File: config.mk
export PLATFORM = sky130hd
export DESIGN_NAME = lru_key_value_cache_unit
export DESIGN_NICKNAME = d
export VERILOG_FILES = /design/src/design/lru_kvc_pkg.sv /design/src/design/lru_key_value_cache_unit.sv
export VERILOG_INCLUDE_DIRS = /design/src /design/src/design
export SDC_FILE = /design/constraint.sdc
export NUM_CORES = 2
export LEC_CHECK = 0
export ABC_AREA = 1
export BUFFER_PORTS_ARGS = -buffer_cell sky130_fd_sc_hd__buf_4
export CAP_MARGIN = 5
export CORE_AREA = 4 4 440 442
export DETAILED_ROUTE_END_ITERATION = 7
export DIE_AREA = 0 0 444 446
export GPL_ROUTABILITY_DRIVEN = 0
export PLACE_DENSITY = 0.41
export SLEW_MARGIN = 25
export SYNTH_ARGS = -nofsm -noshare
export SYNTH_HDL_FRONTEND = slang
export SYNTH_SLANG_ARGS = --single-unit
File: constraint.sdc
create_clock -name i_clk -period 11.95 [get_ports i_clk]
set_input_delay 1.195 -clock i_clk [delete_from_list [all_inputs] [get_ports i_clk]]
set_output_delay 1.195 -clock i_clk [all_outputs]
set_load 0.1 [all_outputs]
File: src/design/lru_key_value_cache_unit_defines.svh
// assertion macros for the lru key-value cache unit
// used by lru_key_value_cache_unit.sv, no other dependencies
`ifndef LRU_KEY_VALUE_CACHE_UNIT_DEFINES_SVH
`define LRU_KEY_VALUE_CACHE_UNIT_DEFINES_SVH

// consequent checked in the same cycle as the antecedent
`define LKVC_ASSERT_SAME(label, clk, rst_n, ante, cons, msg) \
    label: assert property (@(posedge clk) disable iff (!rst_n) (ante) |-> (cons)) \
        else $error(msg);

// consequent checked in the cycle after the antecedent
`define LKVC_ASSERT_NEXT(label, clk, rst_n, ante, cons, msg) \
    label: assert property (@(posedge clk) disable iff (!rst_n) (ante) |=> (cons)) \
        else $error(msg);

`endif

File: src/design/lru_kvc_pkg.sv
// shared types and constants for the lru key-value cache unit
// no dependencies
`timescale 1ns / 1ps

package lru_kvc_pkg;

    localparam int MAX_ENTRIES_DEF = 16;
    localparam int CAP_W           = 5;
    localparam int DATA_W          = 32;

    localparam logic [CAP_W-1:0]  CAP_RESET  = 5'd16;
    localparam logic [DATA_W-1:0] MISS_VALUE = {DATA_W{1'b1}};

    typedef enum logic {
        OP_GET = 1'b0,
        OP_PUT = 1'b1
    } t_opcode;

    typedef enum logic [1:0] {
        ST_IDLE,
        ST_LOOK,
        ST_DONE
    } t_state;

endpackage

File: src/design/lru_key_value_cache_unit.sv
// the compare is registered at the input transfer, the update in ST_LOOK and the output in ST_DONE
// new items are taken in ST_IDLE or, with the output register free, in ST_DONE; this is set by the
//   read-modify-write of the value memory and rank cells, since each lookup needs the recency left by the last one
// reset: synchronous active-low; clears valid bits, ranks, entry count and state,
//   capacity returns to 16; no clearing pass, key and value storage start unwritten
`timescale 1ns / 1ps
`include "lru_key_value_cache_unit_defines.svh"

module lru_key_value_cache_unit
    import lru_kvc_pkg::*;
#(
    parameter int MAX_ENTRIES = MAX_ENTRIES_DEF
) (
    input  logic                     i_clk,
    input  logic                     i_rst_n,
    input  logic                     i_cfg_we,
    input  logic [CAP_W-1:0]         i_cfg_wdata,
    input  logic                     i_in_valid,
    output logic                     o_in_ready,
    input  logic                     i_opcode,
    input  logic signed [DATA_W-1:0] i_key,
    input  logic signed [DATA_W-1:0] i_value,
    output logic                     o_out_valid,
    input  logic                     i_out_ready,
    output logic                     o_hit,
    output logic signed [DATA_W-1:0] o_read_value,
    output logic                     o_evicted
);

    localparam int RANK_W = $clog2(MAX_ENTRIES);
    localparam int CNT_W  = $clog2(MAX_ENTRIES + 1);
    localparam int CMP_W  = (CNT_W > CAP_W) ? CNT_W : CAP_W;
    localparam logic [MAX_ENTRIES-1:0] ONE_VEC = MAX_ENTRIES'(1);
    localparam logic [CMP_W-1:0]       MAX_CMP = CMP_W'(MAX_ENTRIES);

    // control
    t_state               r_state, n_state;
    logic                 r_out_valid;
    logic [CAP_W-1:0]     r_cap;
    logic [CNT_W-1:0]     r_count;
    logic [MAX_ENTRIES-1:0] r_valid;
    logic [RANK_W-1:0]    r_rank [MAX_ENTRIES];

    // item and tag cells
    t_opcode              r_op;
    logic [DATA_W-1:0]    r_item_key;
    logic [DATA_W-1:0]    r_item_value;
    logic [DATA_W-1:0]    r_tag [MAX_ENTRIES];
    logic [MAX_ENTRIES-1:0] r_match;

    // value memory
    logic [DATA_W-1:0]    r_value_mem [MAX_ENTRIES];
    logic [DATA_W-1:0]    r_rd_data;

    // result of the update step
    logic                 r_res_hit;
    logic                 r_res_get;
    logic                 r_res_ev;
    logic                 r_hit_q;
    logic [DATA_W-1:0]    r_rd_value_q;
    logic                 r_ev_q;

    logic                 in_xfer;
    logic                 out_free;
    logic                 load_out;
    logic                 hit;
    logic                 need_evict;
    logic [RANK_W-1:0]    hit_rank;
    logic [RANK_W-1:0]    lru_rank;
    logic [CMP_W-1:0]     eff_cap;
    logic [MAX_ENTRIES-1:0] lru_oh;
    logic [MAX_ENTRIES-1:0] valid_after;
    logic [MAX_ENTRIES-1:0] free_oh;
    logic [MAX_ENTRIES-1:0] sel_oh;
    logic [RANK_W-1:0]    sel_idx;
    logic                 mem_we;
    logic                 mem_re;

    // state machine
    always_ff @(posedge i_clk) begin
        if (!i_rst_n) begin
            r_state <= ST_IDLE;
        end else begin
            r_state <= n_state;
        end
    end

    always_comb begin
        n_state    = r_state;
        o_in_ready = 1'b0;
        load_out   = 1'b0;
        case (r_state)
            ST_IDLE: begin
                o_in_ready = 1'b1;
                if (i_in_valid) begin
                    n_state = ST_LOOK;
                end
            end
            ST_LOOK: begin
                n_state = ST_DONE;
            end
            ST_DONE: begin
                // next item may start while the result moves to the output register
                if (out_free) begin
                    load_out   = 1'b1;
                    o_in_ready = 1'b1;
                    n_state    = i_in_valid ? ST_LOOK : ST_IDLE;
                end
            end
            default: begin
                n_state = ST_IDLE;
            end
        endcase
    end

    assign out_free = !r_out_valid || i_out_ready;
    assign in_xfer  = i_in_valid && o_in_ready;

    // capacity register
    always_ff @(posedge i_clk) begin
        if (!i_rst_n) begin
            r_cap <= CAP_RESET;
        end else if (i_cfg_we) begin
            r_cap <= i_cfg_wdata;
        end
    end

    always_comb begin
        eff_cap = CMP_W'(r_cap);
        if (r_cap == '0) begin
            eff_cap = CMP_W'(1);
        end
        if (eff_cap > MAX_CMP) begin
            eff_cap = MAX_CMP;
        end
    end

    // capture the item and compare its key against every tag cell
    always_ff @(posedge i_clk) begin
        if (in_xfer) begin
            r_op         <= t_opcode'(i_opcode);
            r_item_key   <= i_key;
            r_item_value <= i_value;
            for (int i = 0; i < MAX_ENTRIES; i++) begin
                r_match[i] <= r_valid[i] && (r_tag[i] == i_key);
            end
        end
    end

    // update step logic
    assign hit      = |r_match;
    assign lru_rank = RANK_W'(r_count - CNT_W'(1));

    always_comb begin
        hit_rank = '0;
        for (int i = 0; i < MAX_ENTRIES; i++) begin
            if (r_match[i]) begin
                hit_rank = hit_rank | r_rank[i];
            end
            lru_oh[i] = r_valid[i] && (r_rank[i] == lru_rank);
        end
        need_evict  = (r_op == OP_PUT) && !hit && (CMP_W'(r_count) >= eff_cap);
        valid_after = need_evict ? (r_valid & ~lru_oh) : r_valid;
        // lowest free slot after a possible eviction
        free_oh     = ~valid_after & (valid_after + ONE_VEC);
        sel_oh      = hit ? r_match : free_oh;
        sel_idx     = '0;
        for (int i = 0; i < MAX_ENTRIES; i++) begin
            if (sel_oh[i]) begin
                sel_idx = sel_idx | RANK_W'(i);
            end
        end
    end

    assign mem_we = (r_state == ST_LOOK) && (r_op == OP_PUT);
    assign mem_re = (r_state == ST_LOOK) && (r_op == OP_GET) && hit;

    always_ff @(posedge i_clk) begin
        if (mem_we) begin
            r_value_mem[sel_idx] <= r_item_value;
        end
        if (mem_re) begin
            r_rd_data <= r_value_mem[sel_idx];
        end
    end

    // valid bits, recency ranks and entry count
    always_ff @(posedge i_clk) begin
        if (!i_rst_n) begin
            r_valid <= '0;
            r_count <= '0;
            for (int i = 0; i < MAX_ENTRIES; i++) begin
                r_rank[i] <= '0;
            end
        end else if (r_state == ST_LOOK) begin
            if (hit) begin
                // entries more recent than the hit age by one
                for (int i = 0; i < MAX_ENTRIES; i++) begin
                    if (r_match[i]) begin
                        r_rank[i] <= '0;
                    end else if (r_valid[i] && (r_rank[i] < hit_rank)) begin
                        r_rank[i] <= r_rank[i] + RANK_W'(1);
                    end
                end
            end else if (r_op == OP_PUT) begin
                for (int i = 0; i < MAX_ENTRIES; i++) begin
                    if (free_oh[i]) begin
                        r_rank[i] <= '0;
                    end else if (valid_after[i]) begin
                        r_rank[i] <= r_rank[i] + RANK_W'(1);
                    end
                end
                r_valid <= valid_after | free_oh;
                if (!need_evict) begin
                    r_count <= r_count + CNT_W'(1);
                end
            end
        end
    end

    always_ff @(posedge i_clk) begin
        if ((r_state == ST_LOOK) && (r_op == OP_PUT) && !hit) begin
            for (int i = 0; i < MAX_ENTRIES; i++) begin
                if (free_oh[i]) begin
                    r_tag[i] <= r_item_key;
                end
            end
        end
    end

    always_ff @(posedge i_clk) begin
        if (r_state == ST_LOOK) begin
            r_res_hit <= hit;
            r_res_get <= (r_op == OP_GET);
            r_res_ev  <= need_evict;
        end
    end

    // output register
    always_ff @(posedge i_clk) begin
        if (!i_rst_n) begin
            r_out_valid <= 1'b0;
        end else if (load_out) begin
            r_out_valid <= 1'b1;
        end else if (i_out_ready) begin
            r_out_valid <= 1'b0;
        end
    end

    always_ff @(posedge i_clk) begin
        if (load_out) begin
            r_hit_q      <= r_res_hit;
            r_rd_value_q <= (r_res_get && r_res_hit) ? r_rd_data : MISS_VALUE;
            r_ev_q       <= r_res_ev;
        end
    end

    assign o_out_valid  = r_out_valid;
    assign o_hit        = r_hit_q;
    assign o_read_value = r_rd_value_q;
    assign o_evicted    = r_ev_q;

    `LKVC_ASSERT_SAME(a_count_matches_valid, i_clk, i_rst_n, 1'b1, r_count == CNT_W'($countones(r_valid)), "entry count differs from number of valid entries")
    `LKVC_ASSERT_SAME(a_single_match, i_clk, i_rst_n, r_state == ST_LOOK, $onehot0(r_match), "key found in more than one entry")
    `LKVC_ASSERT_NEXT(a_xfer_to_look, i_clk, i_rst_n, in_xfer, r_state == ST_LOOK, "input transfer did not start an update")
    `LKVC_ASSERT_SAME(a_evict_only_on_put_miss, i_clk, i_rst_n, need_evict, !hit && (r_count != '0), "eviction without a put miss on a non-empty store")

endmodule
# Word level (Yosys, flattened, before mapping)
# Memories as Yosys holds them, arrays and structs flattened. A register that Yosys moved wholly into a read port is not among the register bits.
# Index checks and enable logic that the tools add are counted.
# Widths: inputs -> output; s select.
[op_classes]
muxes = 572
n_addsub = 19
n_lt_le_gt_ge = 18
bitwise = 87
reduce_logical = 81
eq_ne = 36
[op_table]
columns = ["cell", "n"]
rows = [
  ["$eq 32x32->1", 16],
  ["$mux 32", 15],
  ["$reduce_or 32->1", 15],
  ["$mux 1", 440],
  ["$mux 4", 103],
  ["$add 4x1->4 const B", 16],
  ["$eq 4x4->1", 16],
  ["$lt 4x4->1", 16],
  ["$or 1x1->1", 64],
  ["$or 4x4->4", 15],
  ["$logic_and 1x1->1", 56],
  ["$and 16x16->16", 2],
  ["$mux 16", 2],
  ["$not 16->16", 2],
  ["$add 16x1->16 const B", 1],
  ["$or 16x16->16", 1],
  ["$reduce_or 16->1", 1],
  ["$mux 3", 4],
  ["$mux 5", 2],
  ["$mux 2", 4],
  ["$pmux 2 s3", 1],
  ["$add 5x1->5 const B", 1],
  ["$ge 5x5->1", 1],
  ["$gt 5x5->1 const B", 1],
  ["other kinds (14)", 18],
]
[word_totals]
n_memories = 3
inputBits = 75
elab_cells = 831
register_bits = 147
out_inout_bits = 36
ram_bits = 1088
[mem_list]
columns = ["memory", "words", "word_bits", "read_ports", "rd_clocked_by_memory_dff", "write_ports", "line", "rtl"]
rows = [
  ["r_tag", 16, 32, 16, 0, 1, "lru_key_value_cache_unit.sv:48", "logic [DATA_W-1:0] r_tag [MAX_ENTRIES];"],
  ["r_value_mem", 16, 32, 1, 1, 1, "lru_key_value_cache_unit.sv:52", "logic [DATA_W-1:0] r_value_mem [MAX_ENTRIES];"],
  ["r_rank", 16, 4, 16, 0, 16, "lru_key_value_cache_unit.sv:42", "logic [RANK_W-1:0] r_rank [MAX_ENTRIES];"],
]

# Depth between registers and ports, before layout
# An unclocked memory read counts as a cell.
[depth]
word_depth = 43
mapped_depth = 33
mapped_depth_nobuf = 29

# Worst setup path before layout
# OpenSTA, ideal clock, no wires.
[synth_path]
kind = "reg-to-reg"
start = "register r_cap[0]"
end = "memory r_rank[1][4] (netlist name), enable pin"
slack_ps = 5418
required_ps = 11635
setup_time_ps = 315
arrival_ps = 6217
period_less_slack_ps = 6532
path_stages_with_launch = 17
path_buffers = 0
cell_sequence = "dfxtp_1 > or4_1 > nand2_1 > nand2_1 > ha_1 > a21oi_1 > nand2_1 > a21boi_0 > nor2_4 > nand2_1 > nand2_1 > nor2_4 > nand2_2 > nor2_4 > nand2_1 > nor4_1 > a221o_1"
[synth_rtl]
columns = ["element", "line", "rtl"]
rows = [
  ["start: declaration", "lru_key_value_cache_unit.sv:39", "logic [CAP_W-1:0] r_cap;"],
  ["start signal: assignment", "lru_key_value_cache_unit.sv:124", "r_cap <= i_cfg_wdata;"],
  ["end: declaration", "lru_key_value_cache_unit.sv:42", ""],
]

# Worst setup path in the final report
[layout_path]
start = "register r_cap[0]"
end = "memory r_value_mem[13][20], enable pin"
[layout_between]
elab_chain_len = 25
elab_cells_between_ends = 26
cone_classes = "1 x add/sub; 2 x order compare; 19 x mux; 2 x bitwise; 2 x reduce/logical"
[layout_rtl]
columns = ["element", "line", "rtl"]
rows = [
  ["$logic_not 5->1", "lru_key_value_cache_unit.sv:130", "if (r_cap == '0) begin"],
  ["$mux 5 *", "lru_key_value_cache_unit.sv:130", ""],
  ["$gt 5x5->1", "lru_key_value_cache_unit.sv:133", "if (eff_cap > MAX_CMP) begin"],
  ["$mux 5 *", "lru_key_value_cache_unit.sv:133", ""],
  ["$ge 5x5->1 *", "lru_key_value_cache_unit.sv:162", "need_evict = (r_op == OP_PUT) && !hit && (CMP_W'(r_count) >= eff_cap);"],
  ["$logic_and 1x1->1 *", "lru_key_value_cache_unit.sv:162", ""],
  ["$mux 16 *", "lru_key_value_cache_unit.sv:163", "valid_after = need_evict ? (r_valid & ~lru_oh) : r_valid;"],
  ["$add 16x1->16 or $not 16->16 (tied branches)", "lru_key_value_cache_unit.sv:165", "free_oh = ~valid_after & (valid_after + ONE_VEC);"],
  ["$and 16x16->16 *", "lru_key_value_cache_unit.sv:165", ""],
  ["$mux 16 *", "lru_key_value_cache_unit.sv:166", "sel_oh = hit ? r_match : free_oh;"],
  ["$mux 1", "lru_key_value_cache_unit.sv:169", "if (sel_oh[i]) begin"],
  ["$mux 2 (2 in series)", "lru_key_value_cache_unit.sv:169", ""],
  ["$mux 3 (4 in series)", "lru_key_value_cache_unit.sv:169", ""],
  ["$mux 4 (7 in series)", "lru_key_value_cache_unit.sv:169", ""],
  ["$mux 4 *", "lru_key_value_cache_unit.sv:169", ""],
  ["end: declaration", "lru_key_value_cache_unit.sv:52", ""],
]
# Every way passes the cells marked *; elsewhere a longest branch is shown, timed or not.

==> metrics.md <==
| Metric | Value |
|---|---|
| Status | complete, no violations |
| Worst vdd ir | 0.000104 V |
| CTS tree | built |
| Gr usage total | 20.1% |
| Commonest non-fill, non-tap cell in the layout | nand2_1 |
| CP Max Fanout | 104 |
| Layout fillers | 18900 |
| DR pass1 iterations | 8 |
| Global-route wire length before repair | 287 mm |
| Worst setup SP type | register |
| Reg2reg start | r_cap[0]$_SDFFE_PN0P_ |
| Die Width | 444 µm |
| Vias in the first global route | 38600 |
| Met2 Usage GRT | 33.4% |
| Met3 Track Usage GR | 2.91% |
| R2r setup slk | 5.12 ns |
| Die area | 0.198 mm² |
| Async SR Flop Fraction | 0% |
| Post-Syn Nets | 5190 |
| Placed cell count | 7526 |
| Rows | 160 |
| Tightest Hold Check Type | register to register |
| Count of final setup violators | 0 |
| Hold Buf Count CTS | 0 |
| Vias/cell | 5.05 |
| Largest net degree at the start of global routing | 177 |
| Multi-input gate area | 0.0170 mm² |
| Final hold vios | 0 |
| DR DRC count | 0 |
| Commonest non-fill, non-tap cells in the layout | nand2_1, edfxtp_1, nand4_1 |
| Die Height | 446 µm |
| H-tree Lvls | 4 |
| Critical-path top delay cell | buf_4 |
| Clk sinks | 1267 |
| DP HPWL | 121 mm |
| Register area | 0.0378 mm² |
| RR Endpoint | r_value_mem[13][20]$_DFFE_PP_ |
| Max Clock Freq | 146 MHz |
| Final WL | 202 mm |
| Via Count | 39400 |
| Final Max Tran Viols | 0 |
| Area growth syn-to-layout | 15.2% |
| Seq/Total Area, Yosys | 66.5% |
| Met1 Resource Use GR | 26.7% |
| Critical path's top delay family | simple AND/OR/NAND/NOR gates |
| Ys flop type | edfxtp_1 |
| Max-cap violation count | 0 |
| CTS clk-pin slew, worst paths | 0.06 ns |
| CP Cell Sequence | or4_1 > nand2_1 > nand2_1 > ha_1 > a21oi_1 > nand2_1 > a21boi_0 > nor2_4 > nand2_1 > nand2_1 > nor2_4 > nand2_2 > nor2_4 > nand3_1 > nand2_1 > nand2_8 > nand3_4 > buf_4 > nand3_1 > nor2_4 > buf_4 |
| Total congestion overflow | 0 |
| Tightest Pin Transition | 1.12 ns |
| Worst Hold Depth | 0 |
| Finished Layout Cells | 7796 |
| Post-Syn Area | 0.0567 mm² |
| Maximum clock path buffer count | 3 |
| Yosys reg bits | 1267 |
| CTS root buffer | clkbuf_16 |
| CP Buf/Inv Count | 2 |
| CTS Buf Count | 149 |
| Critical Path RT | 12.36 ns |
| CP endpoint kind | register |
| Layout cells sized above 1 | 11.9% |
| Wire per inst | 25.9 µm |
| WP data arrival | 7.24 ns |
| Minimum clock period | 6.83 ns |
| Final Cycle Share | 57.2% |
| Crit path top cell by count | nand2_1 |
| Yosys cell types | 54 |
| Fin Setup TNS | 0 ns |
| Final clock skew | 0.0242 ns |
| Cell depth of the worst flop-to-flop path | 21 |
| Static Leak | 23.8 nW |
| Gr busiest metal | met2 |
| Antenna violations before repair | 21 |
| Nets | 5313 |
| PD cells | 151 mW/mm² |
| Hold path startpoint | r_res_ev$_DFFE_PP_ |
| Syn Area/Cell | 11.2 µm² |
| Setup Fix Bufs, Post-CTS | 0 |
| CTS resizes | 0 |
| Port bufs | 110 |
| Cell count after synthesis | 5044 |
| DR iter-0 viols | 3692 |
| Synth warn | 0 |
| I/O pin cnt | 111 |
| Slew HR | 25.6% |
| Core footprint | 0.190 mm² |
| Hold Path Sink | o_evicted$_DFFE_PP_ |
| Detail Route Antenna Nets | 0 |
| Worst-skew pair later-pin latency | 0.79 ns |
| Initial Util | 29.9% |
| EDFF count, synth | 1238 |
| Unrepaired setup endpoints after global routing | false |
| Setup CP Type | register to register |
| Max stage delay on crit path | 0.73 ns |
## worst register-to-register path, delay by kind of cell (launching register included)
kind	cells	cell delay, ns
AO/OA/AOI/OAI	2	0.48
adder cells (fa/ha/maj)	1	0.29
buffers and inverters	2	1.30
flip-flops	1	0.30
AND/OR/NAND/NOR	16	4.07
## how the worst max path moves through the flow
| stage | startpoint | to | cells after the start |
|---|---|---|---|
| after floorplan | r_cap[0]$_SDFFE_PN0P_ | r_rank[1][4]$_DFFE_PP_ | 16 |
| after detailed placement | r_cap[1]$_SDFFE_PN0P_ | r_value_mem[13][22]$_DFFE_PP_ | 21 |
| final | r_cap[0]$_SDFFE_PN0P_ | r_value_mem[13][20]$_DFFE_PP_ | 21 |
| after global routing | r_count[0]$_SDFFE_PN0P_ | r_rd_data[19]$_DFFE_PP_ | 26 |
| after global placement | r_cap[0]$_SDFFE_PN0P_ | r_value_mem[13][18]$_DFFE_PP_ | 21 |
| after CTS | r_cap[1]$_SDFFE_PN0P_ | r_value_mem[13][21]$_DFFE_PP_ | 21 |
## synthesized netlist by cell type (29+ instances only)
library cell     n  area (µm²)
nand2_1       1640        6160
buf_2          108         541
ha_1            71         888
dfxtp_1         29         581
nand3_1         83         415
clkbuf_1       105         394
nor2_1         220         826
nor4_1          62         388
o21ai_0        158         791
a21oi_1         56         280
o22ai_1         91         569
xnor2_1         80         701
inv_1          250         938
or2_2          110         688
nand4_1        287        1800
a221oi_1        58         508
xor2_1          97         850
edfxtp_1      1238       37200
a22o_1          48         420
## layout make-up
class / count / share of cell area (%)
antenna: 4 / 0.0153
clock buffer: 200 / 6.20
clock inverter: 65 / 0.737
inverter: 286 / 1.65
multi-input combinational: 3240 / 26.0
sequential: 1267 / 57.8
tap: 2511 / 4.81
timing repair buffer: 223 / 2.83
## logic make-up after synthesis
logic type | Yosys count | synth area share [%]
adder cells (fa/ha/maj) | 71 | 1.57
AND/OR/NAND/NOR | 2479 | 19.1
XOR/XNOR | 177 | 2.73
buffers and inverters | 537 | 4.02
AO/OA/AOI/OAI | 513 | 6.05
flip-flops | 1267 | 66.5
## layer usage
layer | up-vias | routed length [µm]
met5 | - | 11
met2 | 1235 | 96900
met3 | 331 | 10300
met4 | 2 | 7380
li1 | 18200 | -
met1 | 19700 | 87600
## where the power goes
part | leakage (nW) | internal [W] | switching, W
logic | 10.1 | 0.000129 | 0.000384
registers | 11.5 | 0.00492 | 0.0000817
clock network | 2.23 | 0.00247 | 0.00187
## flip-flops by register name, indices dropped and copies added (netlist names)
register      cells
o_evicted         1
o_hit             1
o_out_valid       1
o_read_value     32
r_cap             5
r_count           5
r_item_key       32
r_item_value     32
r_match          16
r_op              1
r_rank           64
r_rd_data        32
r_res_ev          1
r_res_get         1
r_res_hit         1
r_state           2
r_tag           512
r_valid          16
r_value_mem     512
## stage by stage
stage          utilization [%]  hold slack (ns)  setup WS [ns]  instance area, µm²  power [W]
6_report                  34.5            0.433           5.12               65400    0.00986
5_1_grt                   34.5            0.443           4.50               65400     0.0102
4_1_cts                   34.5            0.435           4.98               65300    0.00998
3_5_place_dp              32.1            0.422           5.00               60800    0.00562
3_3_place_gp              32.0            0.434           5.05               60600    0.00561
2_1_floorplan                -            0.400           5.42               56700    0.00533
Power figures use the tool's default switching activity.
